$ cat src/rtl/lamport_mutex_node_defines.svh
// Assertion macros shared by the Lamport mutual exclusion node.
`ifndef LAMPORT_MUTEX_NODE_DEFINES_SVH
`define LAMPORT_MUTEX_NODE_DEFINES_SVH

// The consequent must hold in the same cycle as the antecedent.
`define LMN_ASSERT_HOLDS(lbl, clk, rst, ante, cons, msg) \
   lbl: assert property (@(posedge clk) disable iff (rst) (ante) |-> (cons)) \
      else $error(msg);

// The consequent must hold in the cycle after the antecedent.
`define LMN_ASSERT_NEXT(lbl, clk, rst, ante, cons, msg) \
   lbl: assert property (@(posedge clk) disable iff (rst) (ante) |=> (cons)) \
      else $error(msg);

`endif

$ cat src/rtl/lmn_pkg.sv
// Package with types and constants of the Lamport mutual exclusion node.
`default_nettype none
package lmn_pkg;

   localparam int MSG_STAMP_W    = 16;
   localparam int ID_W           = 4;
   localparam int NCOUNT_W       = 5;
   localparam int CSR_W          = 5;
   localparam int CSR_IDX_W      = 2;
   localparam int DEF_QUEUE_DEPTH = 16;
   localparam int DEF_STAMP_BITS  = 16;

   // Opcodes of a request.
   localparam logic [2:0] OP_LOCAL_REQ = 3'd0;
   localparam logic [2:0] OP_LOCAL_REL = 3'd1;
   localparam logic [2:0] OP_RX_REQ    = 3'd2;
   localparam logic [2:0] OP_RX_REPLY  = 3'd3;
   localparam logic [2:0] OP_RX_REL    = 3'd4;
   localparam logic [2:0] OP_RX_DONE   = 3'd5;

   // Kinds of outgoing message.
   localparam logic [1:0] SEND_NONE    = 2'd0;
   localparam logic [1:0] SEND_REQ     = 2'd1;
   localparam logic [1:0] SEND_REL     = 2'd2;
   localparam logic [1:0] SEND_REPLY   = 2'd3;

   // Error codes.
   localparam logic [1:0] ERR_NONE     = 2'd0;
   localparam logic [1:0] ERR_FULL     = 2'd1;
   localparam logic [1:0] ERR_NOT_HEAD = 2'd2;
   localparam logic [1:0] ERR_BAD_MSG  = 2'd3;

   // Configuration register indexes.
   localparam logic [CSR_IDX_W-1:0] CSR_OWN_ID     = 2'd0;
   localparam logic [CSR_IDX_W-1:0] CSR_NODE_COUNT = 2'd1;
   localparam logic [CSR_IDX_W-1:0] CSR_LOCKING    = 2'd2;

   typedef struct packed {
      logic [2:0]             opcode;
      logic [ID_W-1:0]        sender_id;
      logic [MSG_STAMP_W-1:0] msg_stamp;
   } req_type;

   typedef struct packed {
      logic [1:0]             send_kind;
      logic [ID_W-1:0]        send_dest;
      logic [MSG_STAMP_W-1:0] send_stamp;
      logic                   granted;
      logic [1:0]             error_code;
      logic [MSG_STAMP_W-1:0] clock_now;
      logic [3:0]             done_seen;
   } rsp_type;

   typedef enum logic [1:0] {
      CELL_HOLD,
      CELL_INSERT,
      CELL_POP
   } cell_op_type;

   // Command broadcast along the queue chain; the stamp travels beside it.
   typedef struct packed {
      cell_op_type     op;
      logic [ID_W-1:0] node;
   } chain_ctl_type;

endpackage
`default_nettype wire

$ cat src/rtl/lmn_cell.sv
// One entry of the sorted request queue, linked to its two neighbors.
`default_nettype none
module lmn_cell #(
   parameter int STAMP_BITS = lmn_pkg::DEF_STAMP_BITS,
   parameter int CNT_W      = 5,
   parameter int INDEX      = 0
) (
   input  wire logic                      clock,
   input  wire lmn_pkg::chain_ctl_type    ctl,
   input  wire logic [STAMP_BITS-1:0]     ins_stamp,
   input  wire logic [CNT_W-1:0]          count,
   input  wire logic                      left_keep,
   input  wire logic [STAMP_BITS-1:0]     left_stamp,
   input  wire logic [lmn_pkg::ID_W-1:0]  left_node,
   input  wire logic [STAMP_BITS-1:0]     right_stamp,
   input  wire logic [lmn_pkg::ID_W-1:0]  right_node,
   output logic                           keep,
   output logic [STAMP_BITS-1:0]          stamp,
   output logic [lmn_pkg::ID_W-1:0]       node
);
   import lmn_pkg::*;

   logic [STAMP_BITS-1:0] stamp_ff, stamp_in;
   logic [ID_W-1:0]       node_ff, node_in;
   logic                  occupied;

   assign occupied = (count > CNT_W'(INDEX));

   // An occupied entry whose key sorts at or before the new key stays put;
   // equal keys keep the older entry first.
   assign keep = occupied &&
                 ((stamp_ff < ins_stamp) ||
                  ((stamp_ff == ins_stamp) && (node_ff <= ctl.node)));

   always_comb begin
      stamp_in = stamp_ff;
      node_in  = node_ff;
      case (ctl.op)
         CELL_INSERT: begin
            if (!keep) begin
               if (left_keep) begin
                  stamp_in = ins_stamp;
                  node_in  = ctl.node;
               end else begin
                  stamp_in = left_stamp;
                  node_in  = left_node;
               end
            end
         end
         CELL_POP: begin
            stamp_in = right_stamp;
            node_in  = right_node;
         end
         default: begin
            stamp_in = stamp_ff;
            node_in  = node_ff;
         end
      endcase
   end

   always_ff @(posedge clock) begin
      stamp_ff <= stamp_in;
      node_ff  <= node_in;
   end

   assign stamp = stamp_ff;
   assign node  = node_ff;

endmodule
`default_nettype wire

$ cat src/rtl/lmn_queue.sv
// Sorted request queue built as a row of linked cells.
`default_nettype none
module lmn_queue #(
   parameter int QUEUE_DEPTH = lmn_pkg::DEF_QUEUE_DEPTH,
   parameter int STAMP_BITS  = lmn_pkg::DEF_STAMP_BITS,
   parameter int CNT_W       = $clog2(QUEUE_DEPTH + 1)
) (
   input  wire logic                      clock,
   input  wire lmn_pkg::chain_ctl_type    ctl,
   input  wire logic [STAMP_BITS-1:0]     ins_stamp,
   input  wire logic [CNT_W-1:0]          count,
   output logic [lmn_pkg::ID_W-1:0]       head_node
);
   import lmn_pkg::*;

   logic                  cell_keep  [QUEUE_DEPTH];
   logic [STAMP_BITS-1:0] cell_stamp [QUEUE_DEPTH];
   logic [ID_W-1:0]       cell_node  [QUEUE_DEPTH];

   for (genvar i = 0; i < QUEUE_DEPTH; i++) begin : g_cell
      localparam int LEFT  = (i == 0) ? 0 : i - 1;
      localparam int RIGHT = (i == QUEUE_DEPTH - 1) ? i : i + 1;

      lmn_cell #(
         .STAMP_BITS (STAMP_BITS),
         .CNT_W      (CNT_W),
         .INDEX      (i)
      ) u_cell (
         .clock       (clock),
         .ctl         (ctl),
         .ins_stamp   (ins_stamp),
         .count       (count),
         .left_keep   ((i == 0) ? 1'b1 : cell_keep[LEFT]),
         .left_stamp  (cell_stamp[LEFT]),
         .left_node   (cell_node[LEFT]),
         .right_stamp (cell_stamp[RIGHT]),
         .right_node  (cell_node[RIGHT]),
         .keep        (cell_keep[i]),
         .stamp       (cell_stamp[i]),
         .node        (cell_node[i])
      );
   end

   assign head_node = cell_node[0];

endmodule
`default_nettype wire

$ cat src/rtl/lamport_mutex_node.sv
// Top level of one Lamport mutual exclusion node.
//
//   Channel | Direction | Handshake          | Payload
//   req     | in        | req_valid/req_stall | lmn_pkg::req_type
//   rsp     | out       | rsp_valid/rsp_stall | lmn_pkg::rsp_type
//   csr     | in        | csr_we             | csr_index, csr_wdata
//
// After acceptance a request passes through the clock merge, one step of the queue
// cell chain, then the grant check on the new head, which loads the response.
// The next request is taken only once the node is back in its idle state.
// The response register holds a result while the next request is accepted.
// A stalled response delays the grant step until the register frees up.
// Reset is synchronous; it clears the clock and counters and restores the default configuration.
`default_nettype none
`include "lamport_mutex_node_defines.svh"
module lamport_mutex_node #(
   parameter int QUEUE_DEPTH = lmn_pkg::DEF_QUEUE_DEPTH,
   parameter int STAMP_BITS  = lmn_pkg::DEF_STAMP_BITS
) (
   input  wire logic                          clock,
   input  wire logic                          reset,
   input  wire logic                          req_valid,
   output logic                               req_stall,
   input  wire lmn_pkg::req_type              req,
   output logic                               rsp_valid,
   input  wire logic                          rsp_stall,
   output lmn_pkg::rsp_type                   rsp,
   input  wire logic                          csr_we,
   input  wire logic [lmn_pkg::CSR_IDX_W-1:0] csr_index,
   input  wire logic [lmn_pkg::CSR_W-1:0]     csr_wdata
);
   import lmn_pkg::*;

   localparam int CNT_W = $clog2(QUEUE_DEPTH + 1);
   localparam int CMP_W = (CNT_W > NCOUNT_W) ? CNT_W : NCOUNT_W;
   localparam logic [STAMP_BITS-1:0] STAMP_MAX = '1;

   typedef enum logic [1:0] {
      S_IDLE,
      S_CLOCK,
      S_QUEUE,
      S_FINISH
   } state_type;

   state_type state_ff, state_in;

   // Configuration.
   logic [ID_W-1:0]     own_id_ff, own_id_in;
   logic [NCOUNT_W-1:0] node_count_ff, node_count_in;
   logic                locking_ff, locking_in;

   // Protocol state.
   logic [STAMP_BITS-1:0] clock_ff, clock_in;
   logic [CNT_W-1:0]      count_ff, count_in;
   logic [4:0]            reply_ff, reply_in;
   logic                  waiting_ff, waiting_in;
   logic [3:0]            done_ff, done_in;

   // Request held during processing.
   logic [2:0]            op_ff, op_in;
   logic [ID_W-1:0]       sender_ff, sender_in;
   logic [STAMP_BITS-1:0] stamp_ff, stamp_in;

   // Partial result carried into the grant step.
   logic [1:0]            kind_ff, kind_in;
   logic [ID_W-1:0]       dest_ff, dest_in;
   logic [STAMP_BITS-1:0] sstamp_ff, sstamp_in;
   logic [1:0]            err_ff, err_in;
   logic                  grant_now_ff, grant_now_in;
   logic                  grant_check_ff, grant_check_in;

   // Response register.
   logic    rsp_valid_ff, rsp_valid_in;
   rsp_type rsp_ff, rsp_in;

   chain_ctl_type         chain_ctl;
   logic [STAMP_BITS-1:0] chain_stamp;
   logic [ID_W-1:0]       head_node;

   logic [NCOUNT_W-1:0]   capacity;
   logic [NCOUNT_W-1:0]   peers;
   logic                  queue_full;
   logic                  own_at_head;
   logic                  grant;
   logic                  fin_load;
   logic [STAMP_BITS-1:0] merged;

   lmn_queue #(
      .QUEUE_DEPTH (QUEUE_DEPTH),
      .STAMP_BITS  (STAMP_BITS),
      .CNT_W       (CNT_W)
   ) u_queue (
      .clock     (clock),
      .ctl       (chain_ctl),
      .ins_stamp (chain_stamp),
      .count     (count_ff),
      .head_node (head_node)
   );

   assign capacity    = (node_count_ff == '0) ? '0 : node_count_ff - 1'b1;
   assign peers       = (node_count_ff < NCOUNT_W'(2)) ? '0 : node_count_ff - NCOUNT_W'(2);
   assign queue_full  = (CMP_W'(count_ff) >= CMP_W'(capacity)) ||
                        (count_ff == CNT_W'(QUEUE_DEPTH));
   assign own_at_head = (count_ff != '0) && (head_node == own_id_ff);
   assign merged      = (stamp_ff > clock_ff) ? stamp_ff : clock_ff;

   assign grant    = grant_now_ff ||
                     (grant_check_ff && waiting_ff && (reply_ff == peers) && own_at_head);
   assign fin_load = (state_ff == S_FINISH) && (!rsp_valid_ff || !rsp_stall);

   always_comb begin
      state_in       = state_ff;
      own_id_in      = own_id_ff;
      node_count_in  = node_count_ff;
      locking_in     = locking_ff;
      clock_in       = clock_ff;
      count_in       = count_ff;
      reply_in       = reply_ff;
      waiting_in     = waiting_ff;
      done_in        = done_ff;
      op_in          = op_ff;
      sender_in      = sender_ff;
      stamp_in       = stamp_ff;
      kind_in        = kind_ff;
      dest_in        = dest_ff;
      sstamp_in      = sstamp_ff;
      err_in         = err_ff;
      grant_now_in   = grant_now_ff;
      grant_check_in = grant_check_ff;
      rsp_in         = rsp_ff;
      rsp_valid_in   = rsp_valid_ff && rsp_stall;
      chain_ctl.op   = CELL_HOLD;
      chain_ctl.node = own_id_ff;
      chain_stamp    = clock_ff;

      if (csr_we) begin
         case (csr_index)
            CSR_OWN_ID:     own_id_in     = csr_wdata[ID_W-1:0];
            CSR_NODE_COUNT: node_count_in = csr_wdata[NCOUNT_W-1:0];
            CSR_LOCKING:    locking_in    = csr_wdata[0];
            default:        ;
         endcase
      end

      case (state_ff)
         S_IDLE: begin
            if (req_valid) begin
               op_in     = req.opcode;
               sender_in = req.sender_id;
               stamp_in  = STAMP_BITS'(req.msg_stamp);
               state_in  = S_CLOCK;
            end
         end
         S_CLOCK: begin
            // Received messages merge the stamp first; local ones tick only
            // when the protocol is running.
            if (op_ff >= OP_RX_REQ) begin
               clock_in = (merged == STAMP_MAX) ? merged : merged + 1'b1;
            end else if (locking_ff) begin
               clock_in = (clock_ff == STAMP_MAX) ? clock_ff : clock_ff + 1'b1;
            end
            state_in = S_QUEUE;
         end
         S_QUEUE: begin
            kind_in        = SEND_NONE;
            dest_in        = '0;
            sstamp_in      = '0;
            err_in         = ERR_NONE;
            grant_now_in   = 1'b0;
            grant_check_in = 1'b0;
            case (op_ff)
               OP_LOCAL_REQ: begin
                  if (!locking_ff) begin
                     grant_now_in = 1'b1;
                  end else if (queue_full) begin
                     err_in = ERR_FULL;
                  end else begin
                     chain_ctl.op   = CELL_INSERT;
                     chain_ctl.node = own_id_ff;
                     chain_stamp    = clock_ff;
                     count_in       = count_ff + 1'b1;
                     kind_in        = SEND_REQ;
                     sstamp_in      = clock_ff;
                     reply_in       = '0;
                     if (peers == '0) begin
                        grant_now_in = 1'b1;
                        waiting_in   = 1'b0;
                     end else begin
                        waiting_in   = 1'b1;
                     end
                  end
               end
               OP_LOCAL_REL: begin
                  if (locking_ff) begin
                     if (!own_at_head) begin
                        err_in = ERR_NOT_HEAD;
                     end else begin
                        chain_ctl.op = CELL_POP;
                        count_in     = count_ff - 1'b1;
                        kind_in      = SEND_REL;
                        sstamp_in    = clock_ff;
                        waiting_in   = 1'b0;
                     end
                  end
               end
               OP_RX_REQ: begin
                  if (queue_full) begin
                     err_in = ERR_FULL;
                  end else begin
                     chain_ctl.op   = CELL_INSERT;
                     chain_ctl.node = sender_ff;
                     chain_stamp    = stamp_ff;
                     count_in       = count_ff + 1'b1;
                     clock_in  = (clock_ff == STAMP_MAX) ? clock_ff : clock_ff + 1'b1;
                     sstamp_in = (clock_ff == STAMP_MAX) ? clock_ff : clock_ff + 1'b1;
                     kind_in   = SEND_REPLY;
                     dest_in   = sender_ff;
                  end
               end
               OP_RX_REPLY: begin
                  if (waiting_ff) begin
                     reply_in       = (reply_ff == '1) ? reply_ff : reply_ff + 1'b1;
                     grant_check_in = 1'b1;
                  end
               end
               OP_RX_REL: begin
                  if ((count_ff == '0) || (head_node != sender_ff)) begin
                     err_in = ERR_NOT_HEAD;
                  end else begin
                     chain_ctl.op   = CELL_POP;
                     count_in       = count_ff - 1'b1;
                     grant_check_in = 1'b1;
                  end
               end
               OP_RX_DONE: begin
                  done_in = (done_ff == '1) ? done_ff : done_ff + 1'b1;
               end
               default: begin
                  err_in = ERR_BAD_MSG;
               end
            endcase
            state_in = S_FINISH;
         end
         S_FINISH: begin
            // The grant test sees the head after any pop of the previous step.
            if (fin_load) begin
               rsp_in.send_kind  = kind_ff;
               rsp_in.send_dest  = dest_ff;
               rsp_in.send_stamp = MSG_STAMP_W'(sstamp_ff);
               rsp_in.granted    = grant;
               rsp_in.error_code = err_ff;
               rsp_in.clock_now  = MSG_STAMP_W'(clock_ff);
               rsp_in.done_seen  = done_ff;
               rsp_valid_in      = 1'b1;
               // A grant without the grant check, as with locking off, leaves the waiting flag alone.
               if (grant_check_ff && grant) begin
                  waiting_in = 1'b0;
               end
               state_in = S_IDLE;
            end
         end
         default: begin
            state_in = S_IDLE;
         end
      endcase
   end

   always_ff @(posedge clock) begin
      if (reset) begin
         state_ff      <= S_IDLE;
         own_id_ff     <= ID_W'(1);
         node_count_ff <= NCOUNT_W'(2);
         locking_ff    <= 1'b1;
         clock_ff      <= '0;
         count_ff      <= '0;
         reply_ff      <= '0;
         waiting_ff    <= 1'b0;
         done_ff       <= '0;
         rsp_valid_ff  <= 1'b0;
      end else begin
         state_ff      <= state_in;
         own_id_ff     <= own_id_in;
         node_count_ff <= node_count_in;
         locking_ff    <= locking_in;
         clock_ff      <= clock_in;
         count_ff      <= count_in;
         reply_ff      <= reply_in;
         waiting_ff    <= waiting_in;
         done_ff       <= done_in;
         rsp_valid_ff  <= rsp_valid_in;
      end
      op_ff          <= op_in;
      sender_ff      <= sender_in;
      stamp_ff       <= stamp_in;
      kind_ff        <= kind_in;
      dest_ff        <= dest_in;
      sstamp_ff      <= sstamp_in;
      err_ff         <= err_in;
      grant_now_ff   <= grant_now_in;
      grant_check_ff <= grant_check_in;
      rsp_ff         <= rsp_in;
   end

   assign req_stall = (state_ff != S_IDLE);
   assign rsp_valid = rsp_valid_ff;
   assign rsp       = rsp_ff;

   `LMN_ASSERT_HOLDS(a_count_bound, clock, reset, 1'b1, count_ff <= CNT_W'(QUEUE_DEPTH), "queue count beyond depth")
   `LMN_ASSERT_NEXT(a_count_only_in_queue_step, clock, reset, state_ff != S_QUEUE, $stable(count_ff), "queue count changed outside the queue step")
   `LMN_ASSERT_NEXT(a_clock_monotonic, clock, reset, 1'b1, clock_ff >= $past(clock_ff), "Lamport clock went backward")
   `LMN_ASSERT_HOLDS(a_grant_no_error, clock, reset, rsp_valid_ff && rsp_ff.granted, rsp_ff.error_code == ERR_NONE, "grant reported with an error")
   `LMN_ASSERT_NEXT(a_grant_clears_wait, clock, reset, fin_load && grant_check_ff && grant, !waiting_ff, "still waiting after a grant")

endmodule
`default_nettype wire

$ cat config.mk
export PLATFORM = sky130hd
export DESIGN_NAME = lamport_mutex_node
export DESIGN_NICKNAME = d
export VERILOG_FILES = /design/src/rtl/lmn_pkg.sv /design/src/rtl/lmn_cell.sv /design/src/rtl/lmn_queue.sv /design/src/rtl/lamport_mutex_node.sv
export VERILOG_INCLUDE_DIRS = /design/src /design/src/rtl
export SDC_FILE = /design/constraint.sdc
export NUM_CORES = 1
export LEC_CHECK = 0
export BUFFER_PORTS_ARGS = -buffer_cell sky130_fd_sc_hd__buf_2
export CELL_PAD_IN_SITES_DETAIL_PLACEMENT = 1
export CELL_PAD_IN_SITES_GLOBAL_PLACEMENT = 2
export CORE_MARGIN = 4
export CORE_UTILIZATION = 38
export CTS_BUF_LIST = sky130_fd_sc_hd__clkbuf_4 sky130_fd_sc_hd__clkbuf_8
export CTS_CLUSTER_SIZE = 12
export DETAILED_ROUTE_END_ITERATION = 10
export GPL_TIMING_DRIVEN = 0
export PLACE_DENSITY_LB_ADDON = 0.1
export SETUP_SLACK_MARGIN = 0.15
export SLEW_MARGIN = 20
export SYNTH_ARGS = -nofsm -noshare
export SYNTH_HDL_FRONTEND = slang
export SYNTH_SLANG_ARGS = --single-unit
$ cat constraint.sdc
create_clock -name clock -period 8.9 [get_ports clock]
set_input_delay 0.89 -clock clock [delete_from_list [all_inputs] [get_ports clock]]
set_output_delay 0.89 -clock clock [all_outputs]
set_load 0.1 [all_outputs]
# Word level (Yosys, flattened, before mapping)

Cells that the tools add are included.

Eq/ne operators: 69
Mux-type cells: 159
Reduce and logical (&&, ||, !) cells: 103
Add/sub/neg operators: 8
Bitwise gates (word level): 3
$lt $le $gt $ge: 52

Operator list:

| kind                                               | count |
|---|---|
| two-way mux 16 bit                                 | 45 |
| case mux 16 bit (2 select lines)                   | 16 |
| == test 16 bit                                     | 16 |
| < comparator 16 bit                                | 16 |
| case mux 4 bit (2 select lines)                    | 16 |
| two-way mux 4 bit                                  | 30 |
| two-way mux 5 bit                                  | 14 |
| less-or-equal comparator 4 bit                     | 16 |
| inequality test 2 bit, second input constant       | 25 |
| case mux 16 bit (3 select lines)                   | 1 |
| AND reduction 2 bit                                | 22 |
| > comparator 5 x 4 -> 1 bit, second input constant | 8 |
| logical AND 1 bit                                  | 39 |
| adder 16 x 1 -> 16 bit, second input constant      | 2 |
| == test 16 bit, second input constant              | 2 |
| > comparator 5 x 3 -> 1 bit, second input constant | 4 |
| logical OR 1 bit                                   | 20 |
| case mux 5 bit (4 select lines)                    | 1 |
| two-way mux 1 bit                                  | 18 |
| two-way mux 2 bit                                  | 9 |
| > comparator 16 bit                                | 1 |
| case mux 2 bit (4 select lines)                    | 2 |
| zero test 5 bit                                    | 3 |
| inequality test 3 bit, second input constant       | 5 |
| 38 further kinds                                   | 63 |

Output and inout port bits: 47
Bits in registers: 458
Logic and storage cells: 452
Input bits: 35

# Longest topological paths before layout

Word-level depth: 15
Mapped depth: 25

# Modules after synthesis

From an unflattened synthesis, not the netlist that was laid out.

Cell total of the unflattened synthesis: 3,333
Area, all modules: 32,326.0 sq um

Modules (own cells, without submodules):

| module                                   | area each (sq um) | sequential area each (sq um) | instances | cells an instance |
|---|---|---|---|---|
| lamport_mutex_node                       | 7,517.2           | 3,703.6                      | 1         | 748 |
| lmn_cell (u_queue.g_cell[10].u_cell ...) | 1,551.5           | 600.6                        | 4         | 162 |
| lmn_cell (u_queue.g_cell[14].u_cell ...) | 1,547.7           | 600.6                        | 3         | 161 |
| lmn_cell (u_queue.g_cell[13].u_cell ...) | 1,545.2           | 600.6                        | 2         | 161 |
| lmn_cell (u_queue.g_cell[11].u_cell ...) | 1,544.0           | 600.6                        | 2         | 161 |
| lmn_cell (u_queue.g_cell[9].u_cell)      | 1,582.8           | 600.6                        | 1         | 164 |
| lmn_cell (u_queue.g_cell[7].u_cell)      | 1,557.7           | 600.6                        | 1         | 161 |
| lmn_cell (u_queue.g_cell[0].u_cell)      | 1,550.2           | 600.6                        | 1         | 162 |
| lmn_cell (u_queue.g_cell[5].u_cell)      | 1,546.5           | 600.6                        | 1         | 161 |
| lmn_cell (u_queue.g_cell[15].u_cell)     | 1,540.2           | 600.6                        | 1         | 161 |
| lmn_queue                                | 3.8               | 0.0                          | 1         | 1 |

# Worst setup path after synthesis

Ideal clock, no wire load.

Kind: reg-to-reg
Start: register node_count_ff[0]
End: register u_queue.g_cell[0].u_cell.node_ff[0], enable pin
Cell stages (with the launch flop): 21
Buffers on the path: 4
Setup slack: 1.983 ns
Arrival: 6.489 ns
Data required time: 8.472 ns
Library setup time: 0.428 ns
Path through: dfxtp_1 -> inv_1 -> ha_1 -> nor4b_1 -> or2_2 -> ha_1 -> a21o_1 -> a31oi_1 -> o21a_4 -> buf_2 -> buf_2 -> mux2i_1 -> inv_1 -> ha_1 -> nand4_1 -> nor4_1 -> o21ai_0 -> o211a_1 -> buf_2 -> buf_2 -> o31ai_1

Cells in the longest elaborated chain, start to end: 13
Elaborated cells on any way between the ends: 25

RTL lines:

| item                                                         | line                      | text |
|---|---|---|
| start: declaration                                           | lamport_mutex_node.sv:49  | `logic [NCOUNT_W-1:0] node_count_ff, node_count_in;` |
| start signal: assignment                                     | lamport_mutex_node.sv:283 | `node_count_ff <= node_count_in;` |
| subtractor 5 x 1 -> 5 bit or zero test 5 bit (tied branches) | lamport_mutex_node.sv:100 | `assign capacity = (node_count_ff == '0) ? '0 : node_count_ff - 1'b1;` |
| two-way mux 5 bit (*)                                        | lamport_mutex_node.sv:100 |  |
| greater-or-equal comparator 5 bit (*)                        | lamport_mutex_node.sv:102 | `assign queue_full = (CMP_W'(count_ff) >= CMP_W'(capacity)) \|\|` |
| logical OR 1 bit (*)                                         | lamport_mutex_node.sv:102 |  |
| branches (longest 8 deep; another with < comparator 16 bit)  | -                         |  |
| AND reduction 2 bit (no source line) (*)                     | -                         |  |
| end signal: assignment                                       | lmn_cell.sv:63            | `node_ff <= node_in;` |
| end: declaration                                             | lmn_cell.sv:24            | `logic [ID_W-1:0] node_ff, node_in;` |

Every way passes the cells marked *.
A chain may end at the register's enable or synchronous reset.

# Worst setup path after layout

Start: register node_count_ff[1]
End: register u_queue.g_cell[5].u_cell.stamp_ff[8], enable pin

Cells in the longest elaborated chain, start to end: 13
Elaborated cells on any way between the ends: 25

RTL lines:

| item                                                         | line                      | text |
|---|---|---|
| subtractor 5 x 1 -> 5 bit or zero test 5 bit (tied branches) | lamport_mutex_node.sv:100 |  |
| two-way mux 5 bit (*)                                        | lamport_mutex_node.sv:100 |  |
| greater-or-equal comparator 5 bit (*)                        | lamport_mutex_node.sv:102 |  |
| logical OR 1 bit (*)                                         | lamport_mutex_node.sv:102 |  |
| branches (longest 8 deep; another with < comparator 16 bit)  | -                         |  |
| AND reduction 2 bit (no source line) (*)                     | -                         |  |
| end signal: assignment                                       | lmn_cell.sv:62            | `stamp_ff <= stamp_in;` |
| end: declaration                                             | lmn_cell.sv:23            | `logic [STAMP_BITS-1:0] stamp_ff, stamp_in;` |

Marked as above.

==> results.py <==
metrics = {
    "run_status": {
        "status": "finished clean",
    },
    "drt": {
        "vias": 33580,
        "wl_microns": 165300,
        "ant_nets": 0,
        "dr.pass1.iters": 5,
        "vias_per_cell": 6.638,
        "drc": 0,
        "post_drt_wl_per_cell_microns": 32.68,
        "drt_iter0_markers": 3250,
    },
    "clocking": {
        "cts_root_buf": "clkbuf_8",
        "clkSinkCount": 458,
        "cts-resized-gates": 0,
        "cts_tree": "done",
        "clk_latency_ps": 780,
        "cts_made_buffers": 91,
        "hold_buffers": 0,
        "clk_pin_slew_worst_paths_ps": 60,
        "postCtsSetupBuffers": 0,
        "clockBufferDepth": 3,
        "h-tree-depth": 3,
    },
    "job": {
        "drv_cap": 0,
    },
    "critical_path": {
        "cp-end-kind": "register",
        "critPathLaunch": "node_count_ff[1]$_SDFFE_PP1P_",
        "path_buf_inv": 7,
        "crit_type": "reg -> reg",
        "reg2regPathDepth": 22,
        "crit_path_top_delay_cell": "mux2i_2",
        "cp_slowest_stage_delay_ps": 990,
        "crit_cells": 22,
        "critPathMaxFanout": 22,
        "path_delay_family": "compound AO/OA/AOI/OAI gates",
        "r2r_start": "node_count_ff[1]$_SDFFE_PP1P_",
        "cp.required_ps": 9350,
        "arrival_ps": 8940,
        "crit_top_cell": "buf_2",
        "crit_path_cell_trace": "inv_1, ha_1, nor4b_1, nor2_1, ha_1, nand2b_1, a31oi_2, o21a_4, buf_2, buf_2, mux2i_2, inv_2, ha_1, o2111ai_1, o311ai_1, a311oi_1, or3b_1, buf_2, buf_2, nand2_1, o21ai_2, buf_8",
        "crit_path_start_kind": "register",
    },
    "sta": {
        "rsz0062_at_grt": "false",
        "min_period_ps": 8487,
        "max_freq_ghz": 0.1178,
        "setup_viol": 0,
        "slew_viol_final": 0,
        "final_hold_viol_count": 0,
        "tightest_slew_ps": 1266,
        "slew-limit-headroom": 0.1537,
        "skew_ps": 46.68,
        "timing.final.crit_share": 0.9536,
    },
    "worst_hold_path": {
        "hp-class": "in -> reg",
        "min_path_cells": 1,
        "min_from": "req[14]",
    },
    "yosys": {
        "syn-num-nets": 3976,
        "synth-seq-cells": 458,
        "syn_avg_cell_area_sq_um": 9.371,
        "synthDistinctLibCells": 87,
        "synth_edf_count": 414,
        "syn_area_sq_um": 33860,
        "synthArstFlopShare": 0,
        "synthCells": 3613,
        "yosys_warnings": 0,
        "ys_seq_area_frac": 0.3932,
        "synth_flop_cell": "edfxtp_1",
    },
    "layout": {
        "seqCellArea_sq_um": 13310,
        "final_util": 0.4318,
        "nets": 4177,
        "mostFrequentLayoutCell": "edfxtp_1",
        "nFillCells": 10170,
        "drive_gt1_frac": 0.1182,
        "syn_to_final_growth_pct": 12.71,
        "multi_input_area_sq_um": 18880,
        "final_cell_mix": "edfxtp_1 (414), a21oi_1 (337), ha_1 (327)",
    },
    "place": {
        "place_congestion": 0.9344,
        "place_hpwl_microns": 125400,
        "portBuffers": 81,
    },
    "global_routing": {
        "antenna_found_initial": 11,
        "grt_pass1_wl_microns": 237300,
        "grt_max_degree": 31,
        "gr-total-overflow": 0,
        "grt_pass1_vias": 34250,
        "grt_use_total": 0.3413,
    },
    "floorplan": {
        "die_w_microns": 306.5,
        "ioPinCount": 82,
        "start_util": 0.3831,
        "coreArea_sq_um": 88370,
        "die_y_microns": 306.5,
        "die_area_sq_um": 93940,
        "rows": 109,
    },
    "power": {
        "power_mw": 9.340,
        "p_leak_nw": 13.72,
        "powerDensity_nw_per_um2": 244.8,
        "irDropWorstVdd_mv": 0.1906,
    },
}
area by class of cell:
type | count | area share
antenna | 11 | 0.0007214
buffer | 284 | 0.03295
clock buffer | 122 | 0.03941
clock inverter | 39 | 0.006001
inverter | 154 | 0.01515
multi-input combinational | 2717 | 0.4947
sequential | 458 | 0.3489
tap | 1165 | 0.03820
timing repair buffer | 108 | 0.02394
state kept, by name, indices dropped and copies added, names as in the netlist, 3 cells and up:
signal and flops:
count_ff 5, done_ff 4, u_queue.g_cell.u_cell.node 64, stamp_ff 16
reply_ff 5, sender_ff 4, sstamp_ff 16, own_id_ff 4
u_queue.g_cell.u_cell.stamp 256, node_count_ff 5, op_ff 3, rsp 45
clock_ff 16, dest_ff 4
Yosys cell counts (all sizes together) (31+ instances only):
cell	number	area [sq um]
clkbuf	182	684.4
nand3	94	470.5
nor3	179	925.9
dfxtp	44	880.8
o221ai	44	385.4
inv	153	574.3
a211oi	39	292.8
o31ai	95	713.2
ha	328	4104
o211ai	31	242.7
nor4	93	581.8
buf	102	569.3
xnor2	51	446.7
a21oi	339	1708
mux2i	33	330.3
nor2	197	739.5
o21a	57	435.4
o22ai	72	450.4
or3	62	397.9
mux2	36	405.4
a21o	59	442.9
edfxtp	414	12430
nand4	75	469.2
a2111oi	116	1016
nand2	205	769.5
o21ai	251	1267
routing by layer:
layer  routed length, microns  GRT usage
met1                    65970     0.4274
met2                    75420     0.5549
met3                    13550    0.06921
met4                    10320     0.1858
met5                       31          0
worst paths after layout:
check | end | slack [ps]
hold / removal | stamp_ff[14]$_DFFE_PP_ | 310
setup / recovery | u_queue.g_cell[5].u_cell.stamp[8]$_DFFE_PP_ | 410
hold reg to reg | rsp[38]$_DFFE_PP_ | 420
setup reg to reg | u_queue.g_cell[5].u_cell.stamp[8]$_DFFE_PP_ | 410
through the flow:
step | TNS, ps | hold WS (ps) | setup WS, ps | area [sq um] | cells
final | 0 | 307.6 | 413.3 | 38160 | 5058
after detailed placement | 0 | 405.2 | 827.6 | 36390 | 4886
after floorplan | 0 | 400.3 | 1983 | 33860 | 3613
after global placement | -1246050 | 402.6 | -3633 | 35720 | 4859
after CTS | 0 | 246.8 | 744.0 | 38120 | 5047
after global routing | 0 | 262.7 | 362.7 | 38140 | 5049
worst reg2reg max path: cells and delay by family (launching register included):
kind            cells  cell delay, ps
flops               1             350
simple gates        5            1040
mux                 1             990
compound gates      6            2470
fa+ha+maj           3             980
buf+inv             7            2340
logic make-up (layout without fill, tap and decap cells):
kind of cell / count (synthesis) / count (layout) / synth area share
compound gates: 1212 / 1212 / 0.2348
buf+inv: 438 / 707 / 0.05410
xor+xnor: 63 / 63 / 0.01630
flops: 458 / 458 / 0.3932
other cells: 0 / 11 / 0
simple gates: 1033 / 1033 / 0.1546
mux: 70 / 70 / 0.02240
fa+ha+maj: 339 / 339 / 0.1246
report_power, final:
part	total (mW)	internal (mW)	leakage, nW	switching, mW
combinational	4.25	1.26	8.67	2.99
clock	2.18	1.13	0.925	1.05
sequential	2.91	2.69	4.12	0.219
total	9.34	5.07	13.7	4.27
Power figures use the tool's default switching activity.
